[src/sv/swfp_pkg.sv]
// ----------------------------------------------------------------------------
// swfp_pkg: shared types and constants for the movie-file tag parser
// Tag category table and status codes.
// ----------------------------------------------------------------------------
package swfp_pkg;

    localparam int CountWidthDef = 32;
    localparam int NumCat        = 20;
    localparam int CatW          = 5;
    localparam int TagW          = 10;

    localparam logic [2:0] ST_OK      = 3'd0;
    localparam logic [2:0] ST_SMALL   = 3'd1;
    localparam logic [2:0] ST_NOTSWF  = 3'd2;
    localparam logic [2:0] ST_ZLIB    = 3'd3;
    localparam logic [2:0] ST_LZMA    = 3'd4;
    localparam logic [2:0] ST_TRUNC   = 3'd5;

    localparam logic [TagW-1:0] TagFileAttr = TagW'(69);
    localparam logic [TagW-1:0] TagEnd      = TagW'(0);

    typedef struct packed {
        logic            hit;
        logic [CatW-1:0] cat;
    } t_cat;

    function automatic t_cat category_of(input logic [TagW-1:0] t);
        t_cat r;
        r.hit = 1'b1;
        r.cat = '0;
        case (t)
            10'd12: r.cat = 5'd0;
            10'd59: r.cat = 5'd1;
            10'd82: r.cat = 5'd2;
            10'd69: r.cat = 5'd3;
            10'd76: r.cat = 5'd4;
            10'd56: r.cat = 5'd5;
            10'd57, 10'd71: r.cat = 5'd6;
            10'd39: r.cat = 5'd7;
            10'd2, 10'd22, 10'd32, 10'd83: r.cat = 5'd8;
            10'd46, 10'd84: r.cat = 5'd9;
            10'd6, 10'd20, 10'd21, 10'd35, 10'd36, 10'd90: r.cat = 5'd10;
            10'd10, 10'd48, 10'd73, 10'd75, 10'd88, 10'd91: r.cat = 5'd11;
            10'd11, 10'd33: r.cat = 5'd12;
            10'd37: r.cat = 5'd13;
            10'd7, 10'd34: r.cat = 5'd14;
            10'd14, 10'd15, 10'd17, 10'd18, 10'd19, 10'd45, 10'd89: r.cat = 5'd15;
            10'd60, 10'd61: r.cat = 5'd16;
            10'd78: r.cat = 5'd17;
            10'd87: r.cat = 5'd18;
            10'd24, 10'd58, 10'd63, 10'd64, 10'd65, 10'd66, 10'd74, 10'd77,
            10'd86: r.cat = 5'd19;
            default: r.hit = 1'b0;
        endcase
        return r;
    endfunction

endpackage

[src/sv/swfp_ram.sv]
// ----------------------------------------------------------------------------
// swfp_ram: generic single-port-write, single-read RAM
// Registered read: data appears in the cycle after the address.
// ----------------------------------------------------------------------------
module swfp_ram #(
    parameter int Width = 32,
    parameter int Depth = 20
) (
    input  logic                     i_clk,
    input  logic                     i_we,
    input  logic [$clog2(Depth)-1:0] i_waddr,
    input  logic [Width-1:0]         i_wdata,
    input  logic [$clog2(Depth)-1:0] i_raddr,
    output logic [Width-1:0]         o_rdata
);
    logic [Width-1:0] r_mem [Depth];

    always_ff @(posedge i_clk) begin
        if (i_we) r_mem[i_waddr] <= i_wdata;
        o_rdata <= r_mem[i_raddr];
    end
endmodule

[src/sv/swf_tag_stream_parser_unit.sv]
// ----------------------------------------------------------------------------
// swf_tag_stream_parser_unit: movie-file header and tag walker
// Parses one byte per request, counts tags per category in a RAM.
// ----------------------------------------------------------------------------
// channel | dir | tdata                                   | tuser | tlast
// s_axis  | in  | file_byte[7:0]                          | -     | end_of_file
// m_axis  | out | status..tally (see port comment)        | kind  | final_item
//
// One byte per cycle while parsing. A completed tag does a read-modify-write
// of its category counter in the next cycle; the byte after a completed tag is
// always a tag header byte or a byte after the end tag, so the interlock never
// has to stall it. On end of file: a summary request once any pending counter
// update has landed, then each count request after a RAM read, then a clearing
// sweep of the counter RAM; input is held off throughout, and during the
// clearing sweep after reset. Output holds under m_axis_tready low.
module swf_tag_stream_parser_unit #(
    parameter int CountWidth = swfp_pkg::CountWidthDef
) (
    input  logic         i_clk,
    input  logic         i_rst_n,
    input  logic         s_axis_tvalid,
    output logic         s_axis_tready,
    input  logic [7:0]   s_axis_tdata,   // file_byte
    input  logic         s_axis_tlast,   // end_of_file
    output logic         m_axis_tvalid,
    input  logic         m_axis_tready,
    // status[2:0] format_version[10:3] declared_size[42:11] received_size[74:43]
    // size_mismatch[75] frames_per_second[83:76] frame_total[99:84]
    // as3_marked[100] category_index[105:101] tally[137:106], zero in [143:138]
    output logic [143:0] m_axis_tdata,
    output logic         m_axis_tuser,   // report_kind
    output logic         m_axis_tlast    // final_item
);
    import swfp_pkg::*;

    localparam logic [CountWidth-1:0] CntMax = '1;

    typedef enum logic [3:0] {
        PH_HDR, PH_RECT0, PH_RECTS, PH_MOV0, PH_MOV1, PH_MOV2, PH_MOV3,
        PH_TH0, PH_TH1, PH_L0, PH_L1, PH_L2, PH_L3, PH_BODY, PH_DONE
    } t_phase;

    typedef enum logic [1:0] {M_RUN, M_SUM, M_CNT, M_CLR} t_mode;

    t_mode            r_mode;
    t_phase           r_ph, n_ph;
    logic [31:0]      r_pos, n_pos;
    logic [2:0]       r_hst, n_hst;
    logic [7:0]       r_ver, n_ver;
    logic [31:0]      r_decl, n_decl;
    logic [4:0]       r_rect, n_rect;
    logic [7:0]       r_rate, n_rate;
    logic [15:0]      r_frm, n_frm;
    logic [7:0]       r_hw, n_hw;
    logic [31:0]      r_lg, n_lg;
    logic [31:0]      r_left, n_left;
    logic [TagW-1:0]  r_tag, n_tag;
    logic             r_pas3, n_pas3;
    logic             r_as3, n_as3;
    logic [CountWidth-1:0] r_tot, n_tot;
    logic             n_fin;
    logic [CatW-1:0]  r_idx;

    // pending counter update: read issued, write next cycle
    logic             r_upd;
    logic [CatW-1:0]  r_ucat;
    logic             r_out_pend; // report requested; RAM read issued for r_idx

    logic                  ram_we;
    logic [CatW-1:0]       ram_wa, ram_ra;
    logic [CountWidth-1:0] ram_wd, ram_rd;

    swfp_ram #(.Width(CountWidth), .Depth(NumCat)) u_ram (
        .i_clk(i_clk), .i_we(ram_we), .i_waddr(ram_wa), .i_wdata(ram_wd),
        .i_raddr(ram_ra), .o_rdata(ram_rd)
    );

    logic acc;
    t_cat fc;
    // category of the tag that this byte may finish
    assign fc = category_of(n_tag);

    // next-state of parser for the current byte
    always_comb begin
        logic [7:0] b;
        logic [15:0] w;
        logic [31:0] len;
        logic [4:0] nr;
        logic bb;
        b = s_axis_tdata;
        w = '0; len = '0; nr = '0; bb = 1'b0;
        n_ph = r_ph; n_pos = (r_pos != 32'hFFFF_FFFF) ? r_pos + 32'd1 : r_pos;
        n_hst = r_hst; n_ver = r_ver; n_decl = r_decl; n_rect = r_rect;
        n_rate = r_rate; n_frm = r_frm; n_hw = r_hw; n_lg = r_lg;
        n_left = r_left; n_tag = r_tag; n_pas3 = r_pas3; n_as3 = r_as3;
        n_tot = r_tot; n_fin = 1'b0;
        case (r_ph)
            PH_HDR: begin
                if (r_pos == 32'd0)
                    n_hst = (b == 8'h46) ? ST_OK : (b == 8'h43) ? ST_ZLIB :
                            (b == 8'h5A) ? ST_LZMA : ST_NOTSWF;
                else if (r_pos == 32'd1) begin
                    if (b != 8'h57) n_hst = ST_NOTSWF;
                end else if (r_pos == 32'd2) begin
                    if (b != 8'h53) n_hst = ST_NOTSWF;
                end else if (r_pos == 32'd3) n_ver = b;
                else if (r_pos < 32'd8)
                    n_decl = r_decl | ({24'd0, b} << {r_pos[1:0], 3'd0});
                if (r_pos >= 32'd7) n_ph = (n_hst == ST_OK) ? PH_RECT0 : PH_DONE;
            end
            PH_RECT0: begin
                nr = 5'((8'd12 + {1'b0, b[7:3], 2'b00}) >> 3);
                if (nr > 5'd1) begin n_rect = nr - 5'd1; n_ph = PH_RECTS; end
                else n_ph = PH_MOV0;
            end
            PH_RECTS: begin
                if (r_rect > 5'd0) n_rect = r_rect - 5'd1;
                if (n_rect == 5'd0) n_ph = PH_MOV0;
            end
            PH_MOV0: n_ph = PH_MOV1;
            PH_MOV1: begin n_rate = b; n_ph = PH_MOV2; end
            PH_MOV2: begin n_frm = {8'd0, b}; n_ph = PH_MOV3; end
            PH_MOV3: begin n_frm = {b, r_frm[7:0]}; n_ph = PH_TH0; end
            PH_TH0: begin n_hw = b; n_ph = PH_TH1; end
            PH_TH1: begin
                w = {b, r_hw};
                n_tag = w[15:6];
                if (w[5:0] == 6'h3F) begin n_lg = '0; n_ph = PH_L0; end
                else begin len = {26'd0, w[5:0]}; bb = 1'b1; end
            end
            PH_L0: begin n_lg = {24'd0, b}; n_ph = PH_L1; end
            PH_L1: begin n_lg = {16'd0, b, r_lg[7:0]}; n_ph = PH_L2; end
            PH_L2: begin n_lg = {8'd0, b, r_lg[15:0]}; n_ph = PH_L3; end
            PH_L3: begin len = {b, r_lg[23:0]}; bb = 1'b1; end
            PH_BODY: begin
                if (r_left == r_lg && r_tag == TagFileAttr && r_lg >= 32'd4)
                    n_pas3 = b[3];
                if (r_left > 32'd0) n_left = r_left - 32'd1;
                if (n_left == 32'd0) n_fin = 1'b1;
            end
            default: ;
        endcase
        if (bb) begin
            n_lg = len; n_left = len; n_pas3 = 1'b0;
            if (len == 32'd0) n_fin = 1'b1; else n_ph = PH_BODY;
        end
        if (n_fin) begin
            if (r_tot != CntMax) n_tot = r_tot + 1'b1;
            if (n_pas3) n_as3 = 1'b1;
            n_pas3 = 1'b0;
            n_ph = (n_tag == TagEnd) ? PH_DONE : PH_TH0;
        end
    end

    // stall a byte that would finish a tag while an update is in flight
    logic fin_possible;
    assign fin_possible = (r_ph == PH_BODY) || (r_ph == PH_TH1) || (r_ph == PH_L3);
    assign s_axis_tready = (r_mode == M_RUN) && !(r_upd && fin_possible);
    assign acc = s_axis_tvalid && s_axis_tready;

    // report fields latched at end of file
    logic [2:0]  r_st;
    logic [31:0] r_rpos, r_odecl;
    logic [7:0]  r_over, r_orate;
    logic [15:0] r_ofrm;
    logic        r_omis, r_oas3;
    logic [CountWidth-1:0] r_otot;

    logic out_take;
    assign out_take = m_axis_tvalid && m_axis_tready;

    assign ram_ra = (r_mode == M_RUN) ? fc.cat : r_idx;
    always_comb begin
        ram_we = 1'b0; ram_wa = r_ucat; ram_wd = '0;
        if (r_mode == M_CLR) begin
            ram_we = 1'b1; ram_wa = r_idx;
        end else if (r_upd) begin
            ram_we = 1'b1;
            ram_wd = (ram_rd != CntMax) ? ram_rd + 1'b1 : ram_rd;
        end
    end

    logic [CountWidth-1:0] r_ocnt;

    always_ff @(posedge i_clk) begin
        if (!i_rst_n) begin
            r_mode <= M_CLR; r_idx <= '0; r_upd <= 1'b0; r_out_pend <= 1'b0;
            m_axis_tvalid <= 1'b0;
            r_ph <= PH_HDR; r_pos <= '0; r_hst <= '0; r_ver <= '0; r_decl <= '0;
            r_rect <= '0; r_rate <= '0; r_frm <= '0; r_hw <= '0; r_lg <= '0;
            r_left <= '0; r_tag <= '0; r_pas3 <= 1'b0; r_as3 <= 1'b0; r_tot <= '0;
        end else begin
            r_upd <= acc && n_fin && fc.hit;
            case (r_mode)
                M_RUN: begin
                    if (acc) begin
                        r_ph <= n_ph; r_pos <= n_pos; r_hst <= n_hst; r_ver <= n_ver;
                        r_decl <= n_decl; r_rect <= n_rect; r_rate <= n_rate;
                        r_frm <= n_frm; r_hw <= n_hw; r_lg <= n_lg; r_left <= n_left;
                        r_tag <= n_tag; r_pas3 <= n_pas3; r_as3 <= n_as3;
                        r_tot <= n_tot;
                        r_ucat <= fc.cat;
                        if (s_axis_tlast) begin
                            r_mode <= M_SUM;
                            r_idx  <= '0;
                            if (n_pos < 32'd8) r_st <= ST_SMALL;
                            else if (n_hst != ST_OK) r_st <= n_hst;
                            else if (n_ph != PH_HDR && n_ph != PH_TH0 &&
                                     n_ph != PH_TH1 && n_ph != PH_DONE)
                                r_st <= ST_TRUNC;
                            else r_st <= ST_OK;
                            r_rpos <= n_pos; r_otot <= n_tot; r_oas3 <= n_as3;
                            r_orate <= n_rate; r_ofrm <= n_frm;
                            r_over <= (n_pos < 32'd8 || n_hst == ST_NOTSWF) ? 8'd0 : n_ver;
                            r_odecl <= (n_pos < 32'd8 || n_hst == ST_NOTSWF) ? 32'd0
                                                                              : n_decl;
                            r_omis <= (n_pos >= 32'd8 && n_hst == ST_OK &&
                                       n_decl != n_pos);
                        end
                    end
                end
                M_SUM: begin
                    // wait for a pending update to land before reading counts
                    if (!r_upd) begin
                        if (!m_axis_tvalid) begin
                            m_axis_tvalid <= 1'b1;
                            m_axis_tuser <= 1'b0; m_axis_tlast <= 1'b0;
                            r_out_pend <= 1'b0;
                        end else if (out_take) begin
                            m_axis_tvalid <= 1'b0; r_mode <= M_CNT;
                        end
                    end
                end
                M_CNT: begin
                    // read address r_idx was presented last cycle
                    if (!m_axis_tvalid) begin
                        if (r_out_pend) begin
                            r_ocnt <= ram_rd; m_axis_tvalid <= 1'b1;
                            m_axis_tuser <= 1'b1;
                            m_axis_tlast <= (r_idx == CatW'(NumCat - 1));
                            r_out_pend <= 1'b0;
                        end else r_out_pend <= 1'b1;
                    end else if (out_take) begin
                        m_axis_tvalid <= 1'b0;
                        if (r_idx == CatW'(NumCat - 1)) begin
                            r_mode <= M_CLR; r_idx <= '0;
                        end else r_idx <= r_idx + 1'b1;
                    end
                end
                default: begin
                    if (r_idx == CatW'(NumCat - 1)) begin
                        r_mode <= M_RUN;
                        r_ph <= PH_HDR; r_pos <= '0; r_hst <= '0; r_ver <= '0;
                        r_decl <= '0; r_rect <= '0; r_rate <= '0; r_frm <= '0;
                        r_hw <= '0; r_lg <= '0; r_left <= '0; r_tag <= '0;
                        r_pas3 <= 1'b0; r_as3 <= 1'b0; r_tot <= '0;
                    end else r_idx <= r_idx + 1'b1;
                end
            endcase
        end
    end

    logic kind;
    assign kind = m_axis_tuser;
    assign m_axis_tdata = kind ?
        {6'd0, 32'(r_ocnt), r_idx, 101'd0} :
        {6'd0, 32'(r_otot), 5'd0, r_oas3, r_ofrm, r_orate, r_omis, r_rpos,
         r_odecl, r_over, r_st};
endmodule

[config.mk]
export PLATFORM = sky130hd
export DESIGN_NAME = swf_tag_stream_parser_unit
export DESIGN_NICKNAME = d
export VERILOG_FILES = /design/src/sv/swfp_pkg.sv /design/src/sv/swfp_ram.sv /design/src/sv/swf_tag_stream_parser_unit.sv
export SDC_FILE = /design/constraint.sdc
export NUM_CORES = 2
export LEC_CHECK = 0
export ABC_AREA = 1
export BUFFER_PORTS_ARGS = -buffer_cell sky130_fd_sc_hd__buf_2
export CAP_MARGIN = 20
export CORE_UTILIZATION = 55
export CTS_BUF_LIST = sky130_fd_sc_hd__clkbuf_16
export DETAILED_ROUTE_END_ITERATION = 8
export PLACE_DENSITY = 0.78
export SYNTH_ARGS = -nofsm -noshare
export SYNTH_HDL_FRONTEND = slang
export SYNTH_HIERARCHICAL = 1
export SYNTH_SLANG_ARGS = --single-unit
[constraint.sdc]
create_clock -name i_clk -period 19.7 [get_ports i_clk]
set_input_delay 0.985 -clock i_clk [delete_from_list [all_inputs] [get_ports i_clk]]
set_output_delay 0.985 -clock i_clk [all_outputs]
set_load 0.01 [all_outputs]
==> Word level (Yosys, flattened, before mapping) <==
Memory sizes are Yosys's and may differ from the RTL's. A register that Yosys moved wholly into a read port is not among the register bits.
Cells that the tools add are included.
Widths: inputs -> output; s select.
{ "word_totals": {"input_bits": 13, "wordCells": 374, "romBits": 0, "out_inout_bits": 148, "memories": 1, "latchBits": 0, "reg_bits": 406, "ramBits": 640} }
{ "memory_table": {"columns": ["name", "depth", "width", "read_ports", "rd_clocked_by_memory_dff", "write_ports", "line_no", "rtl"], "rows": [
  ["u_ram.r_mem", 20, 32, 1, 1, 1, "swfp_ram.sv:16", "logic [Width-1:0] r_mem [Depth];"]
]} }
{ "op_classes": {"order_cmp": 8, "n_mul": 0, "shift": 1, "div_mod_pow": 0, "eq_ne": 110, "bitwise": 4, "addsub": 8, "reduce_logical": 58, "muxes": 149} }
{ "op_table": {"columns": ["operator", "count"], "rows": [
  ["$mux 32", 24],
  ["$pmux 32 s2", 6],
  ["$eq 10x7->1 const B", 21],
  ["$eq 10x6->1 const B", 17],
  ["$mux 138", 1],
  ["$pmux 32 s4", 1],
  ["$add 32x1->32 const B", 3],
  ["$logic_not 32->1", 3],
  ["$ne 32x32->1 const B", 3],
  ["$pmux 5 s19", 1],
  ["$mux 8", 11],
  ["$eq 10x5->1 const B", 7],
  ["$mux 5", 13],
  ["$eq 32x2->1 const B", 2],
  ["$ge 32x3->1 const B", 2],
  ["$lt 32x4->1 const B", 2],
  ["$pmux 16 s2", 2],
  ["$reduce_or 52->1", 1],
  ["$eq 10x4->1 const B", 5],
  ["$pmux 4 s12", 1],
  ["$pmux 8 s2", 3],
  ["$mux 3", 14],
  ["$mux 4", 10],
  ["$mux 1", 33],
  ["other kinds (69)", 152]
]} }

==> Logic depth before layout (Yosys ltp) <==
{ "depth": {"depth_word": 19, "depth_mapped": 31, "ltp_nobuf": 28} }

==> By module <==
The synthesis kept the hierarchy.
{ "modules_own_cells": {"columns": ["mod", "seq_area_each_um2", "n_inst", "area_each_um2", "cells_each"], "rows": [
  ["swfp_ram", 19859.0, 1, 26591.8, 2156],
  ["swf_tag_stream_parser_unit", 9849.4, 1, 23859.1, 3381]
]} }

==> Worst setup path before layout <==
No wires, ideal clock.
{ "synth_path": {"kind": "in2reg", "startpoint": "in i_rst_n", "endpoint": "reg r_oas3 (enable)", "required_time_ns": 19.073, "n_path_buf": 2, "arrival_ns": 7.086, "path_slack_ns": 11.987, "cell_stages": 4, "setup_ns": 0.627, "cell_sequence": "clkbuf_1 clkbuf_1 nand2_1 nor2_1"} }
{ "synth_via": {"elab_chain_cells": 1} }
{ "synth_lines": {"columns": ["item", "line_no", "rtl"], "rows": [
  ["start: declaration", "swf_tag_stream_parser_unit.sv:20", "input logic i_rst_n,"],
  ["$reduce_and 4->1 (no line)", null, null],
  ["end signal: assignment", "swf_tag_stream_parser_unit.sv:212", "r_rpos <= n_pos; r_otot <= n_tot; r_oas3 <= n_as3;"],
  ["end: declaration", "swf_tag_stream_parser_unit.sv:166", "logic r_omis, r_oas3;"]
]} }
No other way between the ends.
A chain may end at the register's enable or synchronous reset.

==> results.ini <==
[run_status]
outcome = complete, no violations

[power]
pwr-share-comb = 0.191
peakVddDrop_uv = 159.4
power_density_mw_per_mm2 = 105.7
p_int_mw = 4.003
switching_power_mw = 1.854
switching_share = 0.3165
p_leak_nw = 22.16
p_clk_frac = 0.341
pwr-share-seq = 0.468
total_power_mw = 5.857

[synthesis]
synthCells = 5537
syn_area_mm2 = 0.05045
yosys_warnings = 6
netlist-cell-type-count = 63
synth-seq-cells = 1078
muxShareOfSynthArea = 0.007143
synth-compound-area-share = 0.07108
ys.flop_type = edfxtp_1
async_reset_ff_frac = 0
synthAdderAreaFrac = 0.004216
synth_top_family_by_area = simple AND/OR/NAND/NOR gates
yosysSeqAreaShare = 0.5889
synth_edf_count = 812
synth_xor_area_frac = 0.02274
avgSynthCellArea_um2 = 9.112
synthSimpleGateAreaFrac = 0.2404

[cts]
clk_latency_ns = 0.73
postCtsSetupBuffers = 0
cts_sinks = 1078
ctsRootBufferMaster = clkbuf_16
cts.hold.buffers_added = 0
cts_tree = built
htreeDepth = 3
cts_buffer_depth = 3
cts_resized = 0
cts_buffers = 105
clkTransAtPathRegs_ns = 0.07

[worst_setup_path]
critPathRequiredTime_ns = 20.28
crit_top_cell = nand2_1
setup.worst_path.start_class = register
endpoint_kind = register
crit_path_max_incr_delay_ns = 0.63
slowest_stage = buf_12
worstSetupPathType = register to register
worstPathMaxFanout = 233
critical_path_arrival_ns = 6.46

[routing]
drt_iter0_markers = 5665
first_pass_iters = 7
post_drt_via_cell_ratio = 5.891
vias = 40510
wl_um = 142200
final_antenna_net_count = 0
wire_per_inst_um = 20.68
drc_errors = 0

[timing]
finalCritPeriodShare = 0.2982
fin_skew_ns = 0.06504
rsz0062_at_grt = no
fmax_ghz = 0.1702
worstMarginPinSlew_ns = 1.206
setup_tns_ns = 0
final.min_clock_period_ns = 5.874
setup_viol = 0
slew_viol_final = 0
slew_headroom = 0.1962
hold_viol = 0

[final_layout]
syn2layout_area_growth_pct = 9.873
fillers = 7236
drive_above_1_share = 0.09123
nNetsFinal = 5639

[hold_path]
hold_path_class = register to register

[global_routing]
overflow = 0
grt_max_degree = 234
antenna_found_initial = 7
grt_usage = 0.2983
grt_pass1_vias = 36850
grt_pass1_wl_um = 214600

[placed_design]
io_buffers = 154
place_congestion = 0.9638
post-dp-hpwl_um = 85780

[flow_run]
drv_cap = 0

[floorplanning]
die_h_um = 304.9
ioPinCount = 161
floorplan.die_area_mm2 = 0.09294
design.core.area_mm2 = 0.09042
dieWidth_um = 304.9
initial_core_util = 0.5579
row_count = 110

area by class of cell:
class	instances	area, µm²	area share
flip-flops and latches	1078	29710	0.5359
multi-input cells	3743	17700	0.3194
clock buffers	106	2653	0.04785
inverters	455	1729	0.03119
well taps	1176	1471	0.02654
repair buffers	226	1348	0.02431
clock inverters	92	815.8	0.01472
diodes	1	2.502	0.00004514
cells in the final DEF, fill, tap and decap left out, types with 53 or more instances in the layout:
master and count:
o21ai_0 196, clkbuf_16 106, xor2_1 78, xnor2_1 53
dfxtp_1 266, edfxtp_1 812, nand2_1 1541, buf_4 69
nor3_1 98, o22ai_1 67, nor2_1 576, buf_2 154
inv_1 443, a21oi_1 297, nand3_1 505
worst max-delay path: cells and delay by family (launching register included):
kind	cells	cell delay [ns]
flip-flops	1	0.47
AO/OA/AOI/OAI	3	0.65
buffers and inverters	9	2.42
AND/OR/NAND/NOR	17	2.05
power by group through the flow:
| stage | Combinational (mW) | Sequential [mW] | Clock [mW] |
|---|---|---|---|
| after detailed placement | 1.09 | 2.78 | 0 |
| final | 1.12 | 2.74 | 2.00 |
| after CTS | 1.10 | 2.73 | 2.01 |
| after global routing | 1.22 | 2.74 | 2.10 |
| after floorplan | 0.853 | 2.71 | 0 |
| after global placement | 1.06 | 2.77 | 0 |
registers in the layout, indices dropped and copies added, names as in the netlist, 8 cells and up:
register       cells
r_odecl           32
r_ofrm            16
r_orate            8
r_ver              8
r_hw               8
u_ram/o_rdata     32
r_decl            32
r_ocnt            32
r_left            32
r_pos             32
r_over             8
r_otot            32
r_tag             10
r_tot             32
r_lg              32
r_frm             16
r_rate             8
u_ram/r_mem      640
r_rpos            32
metal layers:
layer  wire length, µm  GRT usage
met1             58070     0.4434
met5                 0          0
met2             62450     0.4473
met4              3930    0.08715
met3             17770    0.05229
synth_stat cells (all sizes together) (7+ instances only):
master | number | share of area
a211oi | 10 | 0.0016
a21oi | 299 | 0.030
a31oi | 8 | 0.00099
and2 | 11 | 0.0014
buf | 155 | 0.023
clkbuf | 111 | 0.0083
clkinv | 8 | 0.00060
dfxtp | 266 | 0.11
edfxtp | 812 | 0.48
ha | 17 | 0.0042
inv | 447 | 0.033
mux2 | 32 | 0.0071
nand2 | 1549 | 0.12
nand3 | 507 | 0.050
nand3b | 8 | 0.0012
nand4 | 49 | 0.0064
nor2 | 621 | 0.049
nor3 | 102 | 0.010
nor4 | 31 | 0.0038
o2111ai | 8 | 0.0014
o211ai | 13 | 0.0019
o21ai | 230 | 0.023
o22ai | 67 | 0.0083
o32ai | 7 | 0.0012
or2 | 13 | 0.0016
xnor2 | 53 | 0.0092
xor2 | 78 | 0.014
metrics by stage:
stage          worst slack (ns)  area (µm²)  hold slack, ns  std cells  utilization
6_report                  13.83       55430          0.4601       6877       0.6130
3_5_place_dp              13.69       51870          0.4528       6669       0.5736
2_1_floorplan             11.99       50470          0.4300       5542            -
5_1_grt                   13.37       55430          0.4714       6877       0.6130
4_1_cts                   13.95       55340          0.4619       6867       0.6120
3_3_place_gp              13.82       51850          0.4479       6667       0.5735
worst paths after layout:
path	from	to	slack, ns	depth (start not counted)
worst max-delay path	r_ph[3]	u_ram/o_rdata[2]	13.83	29
worst min-delay path	r_frm[12]	r_frm[12]	0.46	2
worst max register to register	r_ph[3]	u_ram/o_rdata[2]	13.83	29
worst min register to register	r_frm[12]	r_frm[12]	0.46	2
cell families after synthesis:
group	count (synthesis)
XOR/XNOR	131
buffers and inverters	721
AND/OR/NAND/NOR	2897
multiplexers	32
flip-flops	1078
AO/OA/AOI/OAI	660
adder cells (fa/ha/maj)	17
other	1
Power figures use the tool's default switching activity.
